### config.mk
export PLATFORM = sky130hd
export DESIGN_NAME = tlbpt_map
export DESIGN_NICKNAME = d
export VERILOG_FILES = /design/src/hw/rtl/tlb_page_table_translator_core_defines.svh /design/src/hw/rtl/tlbpt_pkg.sv /design/src/hw/rtl/tlbpt_map.sv
export SDC_FILE = /design/constraint.sdc
export NUM_CORES = 2
export LEC_CHECK = 0
export BUFFER_PORTS_ARGS = -buffer_cell sky130_fd_sc_hd__buf_2
export CORE_UTILIZATION = 44
export DETAILED_ROUTE_END_ITERATION = 12
export REMOVE_ABC_BUFFERS = 1
export SYNTH_ARGS = -nofsm -noshare
export SYNTH_HDL_FRONTEND = slang
export SYNTH_SLANG_ARGS = --single-unit
### constraint.sdc
create_clock -name i_clk -period 15.9 [get_ports i_clk]
set_input_delay 3.18 -clock i_clk [delete_from_list [all_inputs] [get_ports i_clk]]
set_output_delay 3.18 -clock i_clk [all_outputs]
set_load 0.02 [all_outputs]
### src/hw/rtl/tlb_page_table_translator_core_defines.svh
// Assertion macros shared by the translator RTL.
`ifndef TLB_PAGE_TABLE_TRANSLATOR_CORE_DEFINES_SVH
`define TLB_PAGE_TABLE_TRANSLATOR_CORE_DEFINES_SVH

// Check a property on every clock edge outside reset.
`define TLBPT_ASSERT(lbl, clk, rst_n, prop, msg) \
    lbl: assert property (@(posedge clk) disable iff (!rst_n) (prop)) else $error(msg);

// Check a property in the cycle after each clock edge that sees reset.
`define TLBPT_ASSERT_RST(lbl, clk, rst_n, prop, msg) \
    lbl: assert property (@(posedge clk) !(rst_n) |=> (prop)) else $error(msg);

`endif

### src/hw/rtl/tlbpt_pkg.sv
// Types and fixed widths of the TLB and page-table translator.
package tlbpt_pkg;

    localparam int ADDR_W  = 16;
    localparam int TAG_W   = 8;
    localparam int FRAME_W = 8;
    localparam int CNT_W   = 32;

    typedef enum logic [1:0] {
        HIT_TLB   = 2'd0,
        HIT_MAP   = 2'd1,
        HIT_FAULT = 2'd2
    } t_hit_kind;

    typedef enum logic [1:0] {
        ST_CLEAR,
        ST_IDLE,
        ST_LOOKUP
    } t_state;

    typedef struct packed {
        logic [ADDR_W-1:0] logical_address;
    } t_req;

    typedef struct packed {
        logic [ADDR_W-1:0] physical_address;
        t_hit_kind         hit_kind;
        logic [CNT_W-1:0]  tlb_hit_total;
        logic [CNT_W-1:0]  fault_total;
    } t_rsp;

    typedef struct packed {
        logic               hit;
        logic [FRAME_W-1:0] frame;
    } t_cam_look;

    typedef struct packed {
        logic [TAG_W-1:0]   tag;
        logic [FRAME_W-1:0] frame;
    } t_cam_fill;

    typedef struct packed {
        logic               valid;
        logic [FRAME_W-1:0] frame;
    } t_map_entry;

endpackage

### src/hw/rtl/tlbpt_map.sv
// Page-table memory with synchronous read and a clear sweep after reset.
module tlbpt_map #(
    parameter int PAGE_COUNT = 256
) (
    input  logic                                 i_clk,
    input  logic                                 i_rst_n,
    input  logic                                 i_rd_en,
    input  logic [$clog2(PAGE_COUNT)-1:0]        i_rd_idx,
    output tlbpt_pkg::t_map_entry                o_rd,
    input  logic                                 i_wr_en,
    input  logic [$clog2(PAGE_COUNT)-1:0]        i_wr_idx,
    input  tlbpt_pkg::t_map_entry                i_wr_entry,
    output logic                                 o_busy
);
    import tlbpt_pkg::*;

    localparam int IDX_W = $clog2(PAGE_COUNT);

    t_map_entry        r_mem [PAGE_COUNT];
    t_map_entry        r_rd;
    logic              r_busy;
    logic [IDX_W-1:0]  r_clr_idx;

    always_ff @(posedge i_clk) begin
        if (!i_rst_n) begin
            r_busy    <= 1'b1;
            r_clr_idx <= '0;
        end else if (r_busy) begin
            r_clr_idx <= r_clr_idx + IDX_W'(1);
            if (r_clr_idx == IDX_W'(PAGE_COUNT - 1)) begin
                r_busy <= 1'b0;
            end
        end
    end

    always_ff @(posedge i_clk) begin
        if (r_busy) begin
            r_mem[r_clr_idx] <= '0;
        end else if (i_wr_en) begin
            r_mem[i_wr_idx] <= i_wr_entry;
        end
    end

    always_ff @(posedge i_clk) begin
        if (i_rd_en) begin
            r_rd <= r_mem[i_rd_idx];
        end
    end

    assign o_rd   = r_rd;
    assign o_busy = r_busy;

endmodule

Word-level counts from Yosys, hierarchy flattened
Memories as Yosys holds them, arrays and structs flattened. A register that Yosys moved wholly into a read port is not among the register bits.
Cells that the tools add are included.
Widths: inputs -> output; s select.
{"block": "classes", "mux": 10, "n_addsub": 1, "eq_ne": 1, "n_reduce_logical": 1}
{"operator": "$mux 9", "count": 1}
{"operator": "$reduce_or 9->1", "count": 1}
{"operator": "$add 8x1->8 const B", "count": 1}
{"operator": "$eq 8x8->1 const B", "count": 1}
{"operator": "$mux 1", "count": 8}
{"operator": "$mux 8", "count": 1}
{"block": "totals", "reg_bits": 9, "mem_count": 1, "output_inout_bits": 10, "ramBits": 2304}
{"name": "r_mem", "depth": 256, "width": 9, "rd": 1, "rd_clocked_by_memory_dff": 1, "wr": 1, "line": "tlbpt_map.sv:19", "rtl": "t_map_entry r_mem [PAGE_COUNT];"}

Logic depth before layout (Yosys ltp)
{"block": "logic_depth", "ltp_word": 5, "depth_mapped": 12, "ltp_nobuf": 7}

Worst setup path before layout
OpenSTA, ideal clock, no wires.
{"block": "synth_path", "path_kind": "input -> register", "startpoint": "in i_wr_en", "endpoint": "mem r_mem[0][0] (netlist bit), data pin", "arrival_ns": 7.035, "path_stages": 4, "setup_ns": 0.870, "slack_ns": 7.995, "n_path_buf": 2, "path_cell_list": "nor2b_1 clkbuf_1 clkbuf_1 and2_1"}
{"block": "synth_via", "elab_chain_cells": 5}
{"element": "from (decl)", "line": "tlbpt_map.sv:10", "rtl": "input logic i_wr_en,"}
{"element": "$mux 1", "line": "tlbpt_map.sv:39", "rtl": "end else if (i_wr_en) begin"}
{"element": "$mux 1", "line": "tlbpt_map.sv:37", "rtl": "if (r_busy) begin"}
{"element": "$mux 1 (not written as such)", "line": "tlbpt_map.sv:40", "rtl": "r_mem[i_wr_idx] <= i_wr_entry;"}
{"element": "$reduce_or 9->1 (no line)"}
{"element": "$mux 9 (no line)"}
{"element": "to (decl)", "line": "tlbpt_map.sv:19"}
No other way between the ends.

==> metrics.csv <==
metric;value;unit
DR iter-0 viols;5413;
Die H;455;um
Seq/Total Area, Yosys;0.770;
Reg power frac;0.540;
first-pass GRT wire length;323000;um
worst hold start;r_clr_idx[5];
outcome;complete, but fails checks;
post-synth top area cell;edfxtp_1;
Die X;455;um
CP endpoint kind;flop;
root buf cell;clkbuf_16;
Synth Flop Type;edfxtp_1;
slew at the pin with the worst max-slew slack;1.57;ns
CP max-delay cell;nor2b_1;
Slew Limit Fails;10;
hold path endpoint;r_clr_idx[5];
Arr. time, crit path;8.08;ns
ys async rst share;0;
CTS Hold Bufs;0;
worst skew pair latency;0.85;ns
Total Routing Usage GR;0.219;
Die ar.;207000;um^2
Logic pwr share;0.041;
Worst R2R Start;o_busy;
top cells by area, synth;edfxtp_1, mux4_2, mux2i_1, nor2_1, o221ai_1;
synth warn;0;
Via density;6.03;
final worst-path cycle share;0.471;
Worst Hold Class;reg2reg;
setup TNS;0;ns
Tmin final;7.50;ns
non-filler cells, final;7323;
commonest cells after routing, fill and taps aside;edfxtp_1, mux4_2, mux2i_1;
DR vias;44100;
vias in the first global route;43300;
mapped cell area;90400;um^2
# IOs;39;
CP most frequent cell;a221oi_1;
crit path cell chain;buf_8, buf_12, buf_4, nor2b_1, a221oi_1, o21ai_0, nand4_1, a221oi_1, nor4_1;
Worst Skew;0.0360;ns
Residual DRC;0;
total instance count after detailed placement;6903;
Adder-Cell Fraction of Synth Area;0.000138;
R2R cell count;5;
failing checks;capacitance limit, slew limit;
# setup viols final;0;
CTS clk-pin slew, worst paths;0.06;ns
area grow syn2layout;11.1;%
cell family with most CP delay;buffers and inverters;
Synth cell types;60;
WS Path Type;in2reg;
share of cells above drive strength 1;0.203;
# rows;166;
Compound-Gate Fraction of Synth Area;0.0334;
hold path depth;2;
post-CTS sizing;0;
Max Fclk;133;MHz
CTS tree;done;
Pre-antenna DRT Iters;6;
Detail Route Antenna Nets;0;
most common cell after layout, fill and taps aside;edfxtp_1;
H-tree depth;4;
#FFs+latches synth;2322;
mux contribution to synthesized area;0.152;
Post-synth EDFFs;2313;
Post-CTS Repair Setup Buffers;0;
R2R Path End;r_mem[136][2];
Critical Path RT;16.49;ns
sw power;2.60;mW
initial antenna violation count;20;
Syn Inst Count;4358;
r2r setup slk;11.22;ns
initial core utilization;0.442;
final core utilization;0.491;
VDD IR max;0.112;mV
WL/cell;31.1;um
core box area;204000;um^2
detailed placer's ending HPWL;134000;um
P_int;9.72;mW
PwrDens;123;nW/um^2
number of max-cap violations;1;
largest net degree at the start of global routing;194;
syn avg cell area;20.7;um^2
RSZ-0062 raised after global routing;no;
# nets final;4471;
# clock sinks;2322;
CTS Buffer Depth;3;
Clock Power Share;0.419;
share of the synthesized area in the top cell type;0.768;
combinational family with the most area after synthesis;multiplexers;
RePlAce Congestion;0.827;
Rel. slew slack;-0.0514;
Final Hold Fails;0;
Startpoint Class;input pin;
Simple-Gate Fraction of Synth Area;0.0273;
switching part of the total power;0.211;
CP Max Fanout;101;
IO Port Bufs;38;
Remaining Overflow, GRT;0;
Worst path max stage delay;1.29;ns
worst path bufs/invs;3;
Synth Area in XOR/XNOR;0.000387;
LEAKAGE;32.2;nW
number of CTS-inserted buffers;224;
Post-Route WL;227000;um
==> worst reg2reg max path: cells and delay by family, from the launching register on <==
kind / cells / cell delay, ns
flip-flops: 1 / 0.43
buffers and inverters: 1 / 0.12
AND/OR/NAND/NOR: 3 / 2.65
AO/OA/AOI/OAI: 1 / 1.09
==> cells by family (layout without fill, tap and decap cells) <==
logic type | count (synthesis) | after routing
compound gates | 430 | 430
fa+ha+maj | 1 | 1
buf+inv | 267 | 540
other cells | 0 | 4
mux | 783 | 783
simple gates | 551 | 551
xor+xnor | 4 | 4
flops | 2322 | 2322
==> synthesized netlist by cell type (20+ instances only) <==
master    count
edfxtp_1   2313
nor2_1      286
and2_1       20
a21oi_1      94
o22ai_1      58
buf_6        33
a22oi_1      41
nand2_1      87
o221ai_1    109
nor3_1       43
o21ai_0      27
clkbuf_1    108
a211oi_1     23
buf_4        34
mux4_2      472
buf_2        75
nand3_1      27
mux2i_1     304
==> flip-flops by register name, summed over array words and instances, names as in the netlist <==
signal	flops
o_busy	1
o_rd	9
r_clr_idx	8
r_mem	2304
==> power groups by stage <==
| stage | clock [mW] | combinational [mW] | sequential [mW] |
|---|---|---|---|
| after floorplan | 0 | 0.233 | 6.78 |
| after global placement | 0 | 0.505 | 6.78 |
| after detailed placement | 0 | 0.506 | 6.78 |
| after CTS | 5.23 | 0.507 | 6.65 |
| after global routing | 5.44 | 0.526 | 6.64 |
| final | 5.16 | 0.508 | 6.65 |
==> per-stage QoR <==
step	area [um^2]	setup slack, ns	total power, mW	hold WS, ns
after global placement	93300	7.38	7.28	0.536
after floorplan	88900	7.44	7.01	0.506
after CTS	100000	8.54	12.4	0.561
after global routing	100000	8.14	12.6	0.620
final	100000	8.40	12.3	0.575
after detailed placement	93300	7.60	7.28	0.553
==> final cells by class <==
type	count	area, um^2
repair buffers	120	953
well taps	2688	3360
clock inverters	137	1110
flip-flops and latches	2322	69600
inverters	4	16.3
clock buffers	279	5980
diodes	4	10.0
multi-input cells	1769	19400
fillers	16400	104000
==> metal layers <==
layer | GRT usage | vias to the layer above | share of wire
li1 | - | 18400 | -
met1 | 0.318 | 23700 | 0.42
met2 | 0.337 | 1737 | 0.47
met3 | 0.0447 | 310 | 0.082
met4 | 0.0611 | 6 | 0.026
met5 | 0 | - | 0.00015
==> how the worst max path moves through the flow <==
stage,start,end,depth (start not counted)
2_1_floorplan,i_wr_en,r_mem[0][0],2
3_3_place_gp,i_rd_idx[1],o_rd[0],9
3_5_place_dp,i_rd_idx[0],o_rd[1],10
4_1_cts,i_rd_idx[0],o_rd[7],9
5_1_grt,i_rd_idx[0],o_rd[1],10
6_report,i_rd_idx[0],o_rd[4],9
Note: power is estimated with default switching activity, not from simulation.
