$ cat config.mk
export PLATFORM = sky130hd
export DESIGN_NAME = tlbpt_cam
export DESIGN_NICKNAME = d
export VERILOG_FILES = /design/src/hw/rtl/tlbpt_pkg.sv /design/src/hw/rtl/tlbpt_cam.sv
export VERILOG_INCLUDE_DIRS = /design/src /design/src/hw/rtl
export SDC_FILE = /design/constraint.sdc
export NUM_CORES = 1
export LEC_CHECK = 0
export ABC_AREA = 1
export CAP_MARGIN = 20
export CORE_ASPECT_RATIO = 0.75
export CORE_UTILIZATION = 54
export CTS_BUF_LIST = sky130_fd_sc_hd__clkbuf_8
export DETAILED_ROUTE_END_ITERATION = 12
export DONT_BUFFER_PORTS = 1
export GPL_ROUTABILITY_DRIVEN = 1
export PLACE_DENSITY_LB_ADDON = 0.12
export SLEW_MARGIN = 20
export SYNTH_ARGS = -nofsm -noshare
export SYNTH_HDL_FRONTEND = slang
export SYNTH_SLANG_ARGS = --single-unit
$ cat constraint.sdc
create_clock -name i_clk -period 2.5 [get_ports i_clk]
set_input_delay 0.625 -clock i_clk [delete_from_list [all_inputs] [get_ports i_clk]]
set_output_delay 0.625 -clock i_clk [all_outputs]
set_load 0.005 [all_outputs]
$ cat src/hw/rtl/tlb_page_table_translator_core_defines.svh
// Assertion macros shared by the translator RTL.
`ifndef TLB_PAGE_TABLE_TRANSLATOR_CORE_DEFINES_SVH
`define TLB_PAGE_TABLE_TRANSLATOR_CORE_DEFINES_SVH

// Check a property on every clock edge outside reset.
`define TLBPT_ASSERT(lbl, clk, rst_n, prop, msg) \
    lbl: assert property (@(posedge clk) disable iff (!rst_n) (prop)) else $error(msg);

// Check a property in the cycle after each clock edge that sees reset.
`define TLBPT_ASSERT_RST(lbl, clk, rst_n, prop, msg) \
    lbl: assert property (@(posedge clk) !(rst_n) |=> (prop)) else $error(msg);

`endif

$ cat src/hw/rtl/tlbpt_pkg.sv
// Types and fixed widths of the TLB and page-table translator.
package tlbpt_pkg;

    localparam int ADDR_W  = 16;
    localparam int TAG_W   = 8;
    localparam int FRAME_W = 8;
    localparam int CNT_W   = 32;

    typedef enum logic [1:0] {
        HIT_TLB   = 2'd0,
        HIT_MAP   = 2'd1,
        HIT_FAULT = 2'd2
    } t_hit_kind;

    typedef enum logic [1:0] {
        ST_CLEAR,
        ST_IDLE,
        ST_LOOKUP
    } t_state;

    typedef struct packed {
        logic [ADDR_W-1:0] logical_address;
    } t_req;

    typedef struct packed {
        logic [ADDR_W-1:0] physical_address;
        t_hit_kind         hit_kind;
        logic [CNT_W-1:0]  tlb_hit_total;
        logic [CNT_W-1:0]  fault_total;
    } t_rsp;

    typedef struct packed {
        logic               hit;
        logic [FRAME_W-1:0] frame;
    } t_cam_look;

    typedef struct packed {
        logic [TAG_W-1:0]   tag;
        logic [FRAME_W-1:0] frame;
    } t_cam_fill;

    typedef struct packed {
        logic               valid;
        logic [FRAME_W-1:0] frame;
    } t_map_entry;

endpackage

$ cat src/hw/rtl/tlbpt_cam.sv
// Fully associative TLB with FIFO fill.
`include "tlb_page_table_translator_core_defines.svh"

module tlbpt_cam #(
    parameter int TLB_ENTRIES = 16
) (
    input  logic                              i_clk,
    input  logic                              i_rst_n,
    input  logic [tlbpt_pkg::TAG_W-1:0]       i_tag,
    output tlbpt_pkg::t_cam_look              o_look,
    input  logic                              i_fill_en,
    input  tlbpt_pkg::t_cam_fill              i_fill
);
    import tlbpt_pkg::*;

    localparam int SLOT_W = $clog2(TLB_ENTRIES);

    logic [TLB_ENTRIES-1:0] r_valid;
    logic [TAG_W-1:0]       r_tag   [TLB_ENTRIES];
    logic [FRAME_W-1:0]     r_frame [TLB_ENTRIES];
    logic [SLOT_W-1:0]      r_slot;
    logic [SLOT_W-1:0]      n_slot;
    logic [TLB_ENTRIES-1:0] w_hit_vec;
    logic [FRAME_W-1:0]     w_frame;

    always_comb begin
        w_hit_vec = '0;
        w_frame   = '0;
        for (int i = 0; i < TLB_ENTRIES; i++) begin
            w_hit_vec[i] = r_valid[i] && (r_tag[i] == i_tag);
            if (w_hit_vec[i]) begin
                w_frame = w_frame | r_frame[i];
            end
        end
    end

    assign o_look.hit   = |w_hit_vec;
    assign o_look.frame = w_frame;

    always_comb begin
        if (r_slot == SLOT_W'(TLB_ENTRIES - 1)) begin
            n_slot = '0;
        end else begin
            n_slot = r_slot + SLOT_W'(1);
        end
    end

    always_ff @(posedge i_clk) begin
        if (!i_rst_n) begin
            r_valid <= '0;
            r_slot  <= '0;
        end else if (i_fill_en) begin
            r_valid[r_slot] <= 1'b1;
            r_slot          <= n_slot;
        end
    end

    always_ff @(posedge i_clk) begin
        if (i_fill_en) begin
            r_tag[r_slot]   <= i_fill.tag;
            r_frame[r_slot] <= i_fill.frame;
        end
    end

    `TLBPT_ASSERT(a_match_onehot, i_clk, i_rst_n, $onehot0(w_hit_vec), "duplicate TLB tag")
    `TLBPT_ASSERT(a_fill_on_miss, i_clk, i_rst_n, i_fill_en |-> !o_look.hit, "TLB fill on hit")

endmodule

After elaboration in Yosys (flattened, before gate mapping). Memory sizes are Yosys's and may differ from the RTL's. Cells that the tools add are included.

Register bits: 20. RAM bits: 256. Input bits: 27. Output and inout bits: 9. Word-level logic and storage cells: 79. Memories: 2.

Memories: r_frame (depth 16, bits a word 8, rd ports 16, clocked after Yosys merged registers in 0, wr ports 1, line tlbpt_cam.sv:20) `logic [FRAME_W-1:0] r_frame [TLB_ENTRIES];`; r_tag (depth 16, bits a word 8, rd ports 16, clocked after Yosys merged registers in 0, wr ports 1, line tlbpt_cam.sv:19) `logic [TAG_W-1:0] r_tag [TLB_ENTRIES];`.

Add/sub/neg operators: 1. $lt $le $gt $ge: 2. Equality and inequality tests: 17. Muxes and demuxes: 21. Bitwise operators: 16. Reduce and logical (&&, ||, !) cells: 18.

Operators with widths (number): $eq A8 B8 Y1 (16); $mux W8 (16); $or A8 B8 Y8 (15); $logic_and A1 B1 Y1 (17); $or A16 B16 Y16 (1); $reduce_or A16 Y1 (1); $lt A4 B5 Y1 const B (1); $add A4 B1 Y4 const B (1); $demux W1 S4 (1); $eq A4 B4 Y1 const B (1); $ge A4 B1 Y1 const B (1); $mux W4 (1); $mux W1 (3).

Longest topological paths before layout. Gate-level depths: netlist of the first run.

Depth after elaboration: 33. Mapped depth: 14. Mapped depth without buffers: 12.

Worst setup path before layout of the first run. Ideal clock, no wire load.

Path kind: input to output. Start: input i_tag[2] in the netlist's numbering. End: output o_look[8] in the netlist's numbering. Arrival time: 1.685 ns. Required time: 1.875 ns. Setup slack: 0.190 ns. Stages: 9. Cells stage by stage: buf_4 -> buf_2 -> xor2_1 -> nor2_2 -> nand2_1 -> and2_1 -> nand2_1 -> nor2_1 -> nand2_1.

RTL lines: start, declared (line tlbpt_cam.sv:9) `input logic [tlbpt_pkg::TAG_W-1:0] i_tag,`; end, declared (line tlbpt_cam.sv:10) `output tlbpt_pkg::t_cam_look o_look,`.

==> results.md, run 1 <==
| Group | Result | Value |
|:---|:---|:---|
| status | Outcome | finished with violations |
| status | Violations in the final reports | setup timing |
| floorplan | Die W | 181.7 µm |
| place | GPL Wtd Cong | 0.9451 |
| detailed routing | Detailed-route DRC error count | 0 |
| setup path | Crit end category | output port |
| setup path | Critical Path Fanout Max | 8 |
| detailed routing | Wire length on met2 | 14,850 µm |
| global routing | GRT Overall Usage | 27.91% |
| flow run | Max Cap Violations | 0 |
| floorplan | Boundary Pins | 36 |
| worst hold path | Hold WC Path Type | in2reg |
| timing | RSZ-0062 raised after global routing | true |
| place | Placement-stage worst setup slack | -61.42 ps |
| cells and area | Final layout net count | 1,482 |
| timing | Period Utilization, post-route | 107.3% |
| setup path | Worst R2R End | r_frame[8][2] |
| pwr | Total power | 9.331 mW |
| clocking | Cell chosen for the clock root | sky130_fd_sc_hd__clkbuf_8 |
| floorplan | Vertical die dimension | 136.7 µm |
| global routing | Number of antenna violations at the first check in global routing | 0 |
| cells and area | End-of-flow core utilization | 64.56% |
| setup path | CP Launch Type | register |
| pwr | LEAKAGE | 6.382 nW |
| timing | Achievable clock frequency | 372.9 MHz |
| logic synthesis | Cell area after synthesis | 0.01307 mm² |
| timing | Final hold viol count | 0 |
| worst hold path | Hold depth | 0 |
| logic synthesis | Synthesis warning total | 0 |
| global routing | Vias in the first global route | 9,118 |
| setup path | Most repeated library cell on the critical path | sky130_fd_sc_hd__nand2_2 |
| detailed routing | Number of DRC violations after detailed-routing iteration 0 | 787 |
| detailed routing | Routed wire length | 33,680 µm |
| clocking | Clock transition at the registers of the reported paths | 70 ps |
| setup path | Type of the setup path with the least slack | reg2out |
| cells and area | ANT cells | 0 |
| timing | Number of pins with negative max-slew slack in the final report | 0 |
| pwr | Maximum vdd ir drop | 500.4 µV |
| global routing | Total global routing overflow | 0 |
| timing | Worst Setup Slack, final | -181.9 ps |
| logic synthesis | Synthesized area per cell | 9.541 µm² |
| cells and area | Ratio of cells with drive above 1 in the final layout | 20.09% |
| logic synthesis | Cells after synthesis | 1,370 |
| logic synthesis | Sequential area share after synthesis | 61.87% |
| detailed routing | Detailed Routing Iterations Pass 1 | 5 |
| clocking | Worst-case clock buffer depth | 3 |
| global routing | Wire length of the first global-routing pass | 51,070 µm |
| clocking | Worst skew pair latency | 560 ps |
| setup path | Critical Path, Cell by Cell | nand2_2 > nand2_2 > nor2_2 > nand2_2 > nor2_4 > nand3_1 > nand2_1 > inv_2 > nand2_1 > nor2_2 > nand2_2 |
| clocking | Inserted Clock Buffers | 43 |
| timing | # setup viols final | 9 |
| cells and area | Layout area overhead | 15.38% |
| detailed routing | Average wire length per cell after detail routing | 18.89 µm |
| setup path | Delay of the slowest cell on the worst path | 410 ps |
| detailed routing | Highest metal layer with signal wires | met4 |
| setup path | Cell count of the worst reg-to-reg path | 5 |
| clocking | Number of levels in the clock H-tree | 2 |
| logic synthesis | Syn nets | 1,401 |
| setup path | Reg2reg setup slack | 710 ps |
| setup path | WP data arrival | 2060 ps |
| detailed routing | Detailed-route wire length on metal 1 | 15,490 µm |
| logic synthesis | Commonest register cell after synthesis | sky130_fd_sc_hd__edfxtp_1 |
| pwr | Ratio of total power to cell area | 618.7 mW/mm² |
| setup path | Slowest CP cell | sky130_fd_sc_hd__edfxtp_1 |
| logic synthesis | Number of enable flip-flop cells after synthesis | 256 |
| timing | Max transition margin | 57.91% |
| logic synthesis | Number of synthesized register bits | 276 |
| timing | Transition time at the pin with the least slew margin | 629.0 ps |
| clocking | Clock sinks | 276 |
| logic synthesis | Number of distinct standard cells referenced by the synthesized netlist | 44 |
| setup path | Family of cells with the greatest summed delay on the critical path | simple AND/OR/NAND/NOR gates |
| timing | Clock skew after layout | 17.35 ps |
| detailed routing | Routed length on met3 | 2579 µm |
| floorplan | Effective utilization at floorplan | 55.95% |
| floorplan | Number of rows in the core area | 48 |
| global routing | Largest net degree at the start of global routing | 28 |
| worst hold path | Hold wc startpoint | i_fill[11] |
| detailed routing | DR vias/cell | 5.283 |
| timing | Hold_ws | 150.5 ps |
| floorplan | Standard cell core area | 0.02336 mm² |
| place | Half-perimeter wire length after detailed placement | 22,050 µm |
| detailed routing | Total via count in the routed design | 9,420 |
| clocking | TritonCTS clock tree | done |
| setup path | RR Startpoint | r_slot[0] |
| detailed routing | Post-route ant nets | 0 |
| setup path | Combined buffer and inverter count along the critical path | 1 |
| floorplan | Area of the die | 0.02484 mm² |
| worst hold path | Endpoint of the worst hold-timing path | r_tag[14][3] |
| logic synthesis | Share of synthesized flip-flops with an asynchronous set or reset | 0% |
| timing | Crit path time final | 2682 ps |
| place | Number of input and output port buffers inserted | 0 |
| setup path | Required @ worst endpoint | 1880 ps |
flip-flops by register name, indices dropped and copies added (netlist names):
register,cells
r_frame,128
r_slot,4
r_tag,128
r_valid,16
per-layer routing:
layer	GRT usage, %	vias up
li1	-	4599
met5	0	-
met4	8.710	0
met2	42.82	335
met3	5.668	67
met1	40.08	4419
Yosys cell counts (3+ instances only):
cell type                  count  area share, %
sky130_fd_sc_hd__nand2_1     421             12
sky130_fd_sc_hd__edfxtp_1    256             59
sky130_fd_sc_hd__inv_1       170            4.9
sky130_fd_sc_hd__nand3_1     153            5.9
sky130_fd_sc_hd__nor2_1      137            3.9
sky130_fd_sc_hd__inv_2        34           0.98
sky130_fd_sc_hd__a21oi_1      21           0.80
sky130_fd_sc_hd__dfxtp_1      20            3.1
sky130_fd_sc_hd__buf_6        17            1.5
sky130_fd_sc_hd__nor2_2       17           0.81
sky130_fd_sc_hd__nor2_4       15            1.3
sky130_fd_sc_hd__xor2_1       13           0.87
sky130_fd_sc_hd__nand4_1      10           0.48
sky130_fd_sc_hd__o21ai_0      10           0.38
sky130_fd_sc_hd__nor3_1        8           0.31
sky130_fd_sc_hd__xnor2_1       8           0.54
sky130_fd_sc_hd__nand2_2       6           0.29
sky130_fd_sc_hd__and3_1        5           0.24
sky130_fd_sc_hd__nand3b_1      5           0.29
sky130_fd_sc_hd__ha_1          4           0.38
sky130_fd_sc_hd__or2_2         4           0.19
sky130_fd_sc_hd__buf_2         3           0.11
sky130_fd_sc_hd__buf_4         3           0.17
sky130_fd_sc_hd__inv_4         3           0.14
sky130_fd_sc_hd__nor3b_1       3           0.17
sky130_fd_sc_hd__o21ai_1       3           0.11
worst register-to-register path, cell delays in order (launching register included):
cell                      delay, ps
sky130_fd_sc_hd__dfxtp_1        350
sky130_fd_sc_hd__inv_1          110
sky130_fd_sc_hd__ha_1           160
sky130_fd_sc_hd__nand2_1        120
sky130_fd_sc_hd__nor2_1         530
sky130_fd_sc_hd__buf_12         230
kinds of logic after synthesis:
logic type	share of synthesized area [%]
simple gates	26.83
flops	61.87
buf+inv	7.839
compound gates	1.589
xor+xnor	1.407
fa+ha+maj	0.3829
mux	0.07658
layout by cell type (no fill, tap or decap), types with 20 or more instances in the layout:
cell type / synthesis / layout
sky130_fd_sc_hd__nand2_1: 421 / 381
sky130_fd_sc_hd__edfxtp_1: 256 / 256
sky130_fd_sc_hd__inv_1: 170 / 180
sky130_fd_sc_hd__nor2_1: 137 / 124
sky130_fd_sc_hd__nand3_1: 153 / 123
sky130_fd_sc_hd__clkbuf_8: 0 / 51
sky130_fd_sc_hd__nand2_2: 6 / 46
sky130_fd_sc_hd__buf_4: 3 / 42
sky130_fd_sc_hd__inv_2: 34 / 36
sky130_fd_sc_hd__nand3_2: 1 / 31
sky130_fd_sc_hd__nor2_2: 17 / 27
sky130_fd_sc_hd__nor2_4: 15 / 20
sky130_fd_sc_hd__dfxtp_1: 20 / 20
power breakdown:
part	switching [mW]	internal, mW	leakage (nW)	total (mW)
combinational	0.275	0.161	3.42	0.437
sequential	0.0221	5.10	2.47	5.12
clock	1.80	1.97	0.484	3.77
final cells by class:
cell class                 count  area [µm²]
clock buffer                  51       701.9
clock inverter                26       151.4
fill                        1904        8280
inverter                     208       788.3
multi-input combinational    863        4330
sequential                   276        8088
tap                          300       375.4
timing repair buffer          59       646.9
worst max-delay path by stage:
| stage | end | startpoint | cells past startpoint | slack, ps |
|---|---|---|---|---|
| 2_1_floorplan | o_look[8] | i_tag[2] | 9 | 190 |
| 3_3_place_gp | o_look[6] | i_tag[2] | 11 | -50 |
| 3_5_place_dp | o_look[8] | i_tag[7] | 10 | -60 |
| 4_1_cts | o_look[7] | r_tag[10][7] | 10 | -160 |
| 5_1_grt | o_look[5] | r_tag[13][3] | 11 | -300 |
| 6_report | o_look[4] | r_tag[13][3] | 11 | -180 |
timing repair:
action	in CTS	in global routing
resized for setup	50	52
pin swaps	36	29
endpoints found under the hold margin	0	0
endpoints found under the setup margin	9	9
hold buffers	0	0
buffers inserted	6	2
cloned	0	2
stage by stage:
stage	cells	setup TNS, ps	cell area, µm²
4_1_cts	1779	-1306	14860
2_1_floorplan	1370	0	13070
5_1_grt	1783	-2554	15080
3_3_place_gp	1696	-306.2	13760
3_5_place_dp	1696	-400.2	13760
6_report	1783	-1430	15080
No activity file was read; power rests on OpenSTA's default activity.
==> inputs of run 2 (changes only) <==
--- a/config.mk
+++ b/config.mk
@@ -9,7 +9,7 @@
 export ABC_AREA = 1
 export CAP_MARGIN = 20
 export CORE_ASPECT_RATIO = 0.75
-export CORE_UTILIZATION = 54
+export CORE_UTILIZATION = 45
 export CTS_BUF_LIST = sky130_fd_sc_hd__clkbuf_8
 export DETAILED_ROUTE_END_ITERATION = 12
 export DONT_BUFFER_PORTS = 1
==> run 2 against run 1 <==
Effect of this change:
- the run still ends with setup timing left
- worst hold slack got worse by 17 ps
- first-iteration DRC count rose by 9.0%
- via count rose by 3.0%
- sequential cell count unchanged
- maximum frequency down 0.43%
- clock skew fell by 2.2 ps
- combinational power increased by 2%
- critical endpoint is now o_look[3]
- highest routed layer unchanged
==> results.md, run 2 (synthesis gave the netlist of run 1 again) <==
| Group | Result | Value | vs previous |
|:---|:---|:---|:---|
| pwr | Maximum vdd ir drop | 357.3 µV | -29% |
| cells and area | Layout area overhead | 17.62% |  |
| place | GPL Wtd Cong | 0.8733 | -7.6% |
| setup path | Most repeated library cell on the critical path | sky130_fd_sc_hd__nand2_1 |  |
| cells and area | Top flop regs | r_frame x128, r_tag x128, r_valid x16 |  |
| detailed routing | Post-route ant nets | 0 | unchanged |
| floorplan | Effective utilization at floorplan | 46.16% | -9.8 points |
| timing | Max transition margin | 62.87% | +5.0 points |
| timing | Crit path time final | 2693 ps | +11.45 ps |
| global routing | Total global routing overflow | 0 | unchanged |
| clocking | Inserted Clock Buffers | 44 | +2.3% |
| setup path | Required @ worst endpoint | 1880 ps | about the same |
| setup path | Setup crit end | o_look[3] |  |
| global routing | Largest net degree at the start of global routing | 28 | unchanged |
| setup path | CP Launch Type | register |  |
| global routing | Routing usage on met3 | 4.530% | -1.1 points |
| timing | RSZ-0062 raised after global routing | true |  |
| status | Outcome | finished with violations |  |
| detailed routing | Average wire length per cell after detail routing | 19.24 µm | +1.9% |
| pwr | LEAKAGE | 6.445 nW | +0.98% |
| floorplan | Number of rows in the core area | 53 | +10% |
| setup path | Crit end category | output port |  |
| setup path | Family of cells with the greatest summed delay on the critical path | simple AND/OR/NAND/NOR gates |  |
| detailed routing | Number of DRC violations after detailed-routing iteration 0 | 858 | +9.0% |
| timing | Final TNS setup | -1562 ps | -131.8 ps |
| timing | Transition time at the pin with the least slew margin | 553.5 ps | -75.57 ps |
| detailed routing | Detailed Routing Iterations Pass 1 | 6 | +1 |
| setup path | Critical Path Fanout Max | 8 | unchanged |
| setup path | WP data arrival | 2070 ps | about the same |
| setup path | Stages on worst setup path | 12 | +1 |
| global routing | GRT Overall Usage | 25.04% | -2.9 points |
| setup path | Type of the setup path with the least slack | reg2out |  |
| place | Half-perimeter wire length after detailed placement | 23,750 µm | +7.7% |
| clocking | Clock sinks | 276 | unchanged |
| global routing | Global Route met2 Usage | 36.87% | -5.9 points |
| timing | Clock skew after layout | 15.15 ps | -2.201 ps |
| setup path | Slowest CP cell | sky130_fd_sc_hd__edfxtp_1 |  |
| cells and area | ANT cells | 0 | unchanged |
| setup path | Delay of the slowest cell on the worst path | 410 ps | about the same |
| timing | Final hold viol count | 0 | unchanged |
| setup path | RR Startpoint | r_slot[0] |  |
| worst hold path | Hold wc startpoint | i_fill[4] |  |
| setup path | Worst setup path startpoint | r_tag[12][3] |  |
| cells and area | FILL cells | 2,538 | +33% |
| setup path | Reg2reg setup slack | 860 ps | +150 ps |
| clocking | Clock transition at the registers of the reported paths | 60 ps | about the same |
| timing | Number of pins with negative max-slew slack in the final report | 0 | unchanged |
| floorplan | Standard cell core area | 0.02832 mm² | +21% |
| clocking | Cell chosen for the clock root | sky130_fd_sc_hd__clkbuf_8 |  |
| global routing | Number of antenna violations at the first check in global routing | 0 | unchanged |
| timing | Period Utilization, post-route | 107.7% | +0.46 points |
| timing | Achievable clock frequency | 371.3 MHz | -0.43% |
| clocking | Worst-case clock buffer depth | 3 | unchanged |
| floorplan | Boundary Pins | 36 | unchanged |
| clocking | Worst skew pair latency | 590 ps | +30 ps |
| flow run | Max Cap Violations | 0 | unchanged |
| setup path | Critical Path, Cell by Cell | nand2_2 > nand2_1 > nor2_1 > nand2_1 > nor2_4 > buf_6 > nand3_2 > nand2_1 > inv_2 > nand2_2 > nor2_2 > nand2_1 |  |
| global routing | Wire length of the first global-routing pass | 54,620 µm | +7.0% |
| cells and area | Top library cells by usage in the layout, fill and taps aside | sky130_fd_sc_hd__nand2_1 (382), sky130_fd_sc_hd__edfxtp_1 (256), sky130_fd_sc_hd__inv_1 (187) |  |
| detailed routing | DR vias/cell | 5.141 | -2.7% |
| cells and area | Ratio of cells with drive above 1 in the final layout | 21.64% | +1.5 points |
| detailed routing | Routed wire length | 36,310 µm | +7.8% |
| global routing | Vias in the first global route | 9,284 | +1.8% |
| setup path | Combined buffer and inverter count along the critical path | 2 | +1 |
| status | Violations in the final reports | setup timing |  |
| detailed routing | Detailed-route DRC error count | 0 | unchanged |
| place | Number of input and output port buffers inserted | 0 | unchanged |
| floorplan | Die W | 198.8 µm | +9.4% |
| clocking | Number of hold buffers added after CTS | 0 | unchanged |
| cells and area | Leading cell type in the layout, fill and taps excluded | sky130_fd_sc_hd__nand2_1 |  |
| setup path | Cell count of the worst reg-to-reg path | 5 | unchanged |
| cells and area | Final layout net count | 1,500 | +1.2% |
| timing | # setup viols final | 9 | unchanged |
| setup path | Worst R2R End | r_frame[10][2] |  |
| floorplan | Vertical die dimension | 149.6 µm | +9.4% |
| detailed routing | Total via count in the routed design | 9,702 | +3.0% |
| timing | Worst Setup Slack, final | -193.3 ps | -11.45 ps |
| pwr | Ratio of total power to cell area | 593.6 mW/mm² | -4.1% |
| global routing | Global-route met1 utilization | 37.56% | -2.5 points |
| worst hold path | Hold WC Path Type | in2reg |  |
| place | Area post-placement | 0.01383 mm² | +0.55% |
| global routing | Most congested layer reported by global routing | met1 |  |
| clocking | TritonCTS clock tree | done |  |
| floorplan | Area of the die | 0.02974 mm² | +20% |
| clocking | Number of levels in the clock H-tree | 2 | unchanged |
| cells and area | Fin area | 0.01537 mm² | +1.9% |
-- run 2: routing by layer --
| layer | vias up | share of wire [%] |
|---|---|---|
| li1 | 4634 | - |
| met1 | 4609 | 47 |
| met2 | 399 | 43 |
| met3 | 60 | 8.0 |
| met4 | 0 | 2.2 |
| met5 | - | 0 |
-- run 2: worst min-delay path by stage --
stage	to	slack [ps]	cells past startpoint
CTS	r_tag[5][2]	100	0
finish	r_frame[15][4]	130	0
detailed placement	r_valid[4]	460	2
global placement	r_valid[6]	450	2
floorplan	r_valid[6]	430	2
global route	r_tag[5][2]	100	0
-- run 2: report_power, final --
part           switching (mW)  internal, mW
registers              0.0217          5.10
clock network            1.80          1.75
logic                   0.288         0.157
total                    2.11          7.01
-- run 2: final cells by class --
type,instances,area [µm²],area share [%]
clock inverter,35,176.4,1.147
multi-input combinational,864,4481,29.14
sequential,276,8088,52.60
clock buffer,44,605.6,3.939
inverter,208,788.3,5.127
tap,385,481.7,3.133
timing repair buffer,75,754.5,4.907
-- run 2: what timing repair did --
action,in CTS,in global routing
gates resized for setup,42,89
gates cloned,1,2
setup buffers,4,15
pin swaps,23,35
endpoints found under the setup margin,9,9
-- run 2: through the flow --
step / utilization [%] / hold WS (ps) / worst slack, ps / cells / power (mW)
detailed placement: 48.85 / 458.5 / -142.9 / 1787 / 5.627
floorplan: - / 433.9 / 189.9 / 1370 / 5.531
CTS: 52.30 / 97.97 / -292.9 / 1870 / 9.185
global route: 54.30 / 103.6 / -325.9 / 1887 / 9.445
finish: 54.30 / 133.0 / -193.3 / 1887 / 9.126
global placement: 48.85 / 448.8 / -116.4 / 1787 / 5.624
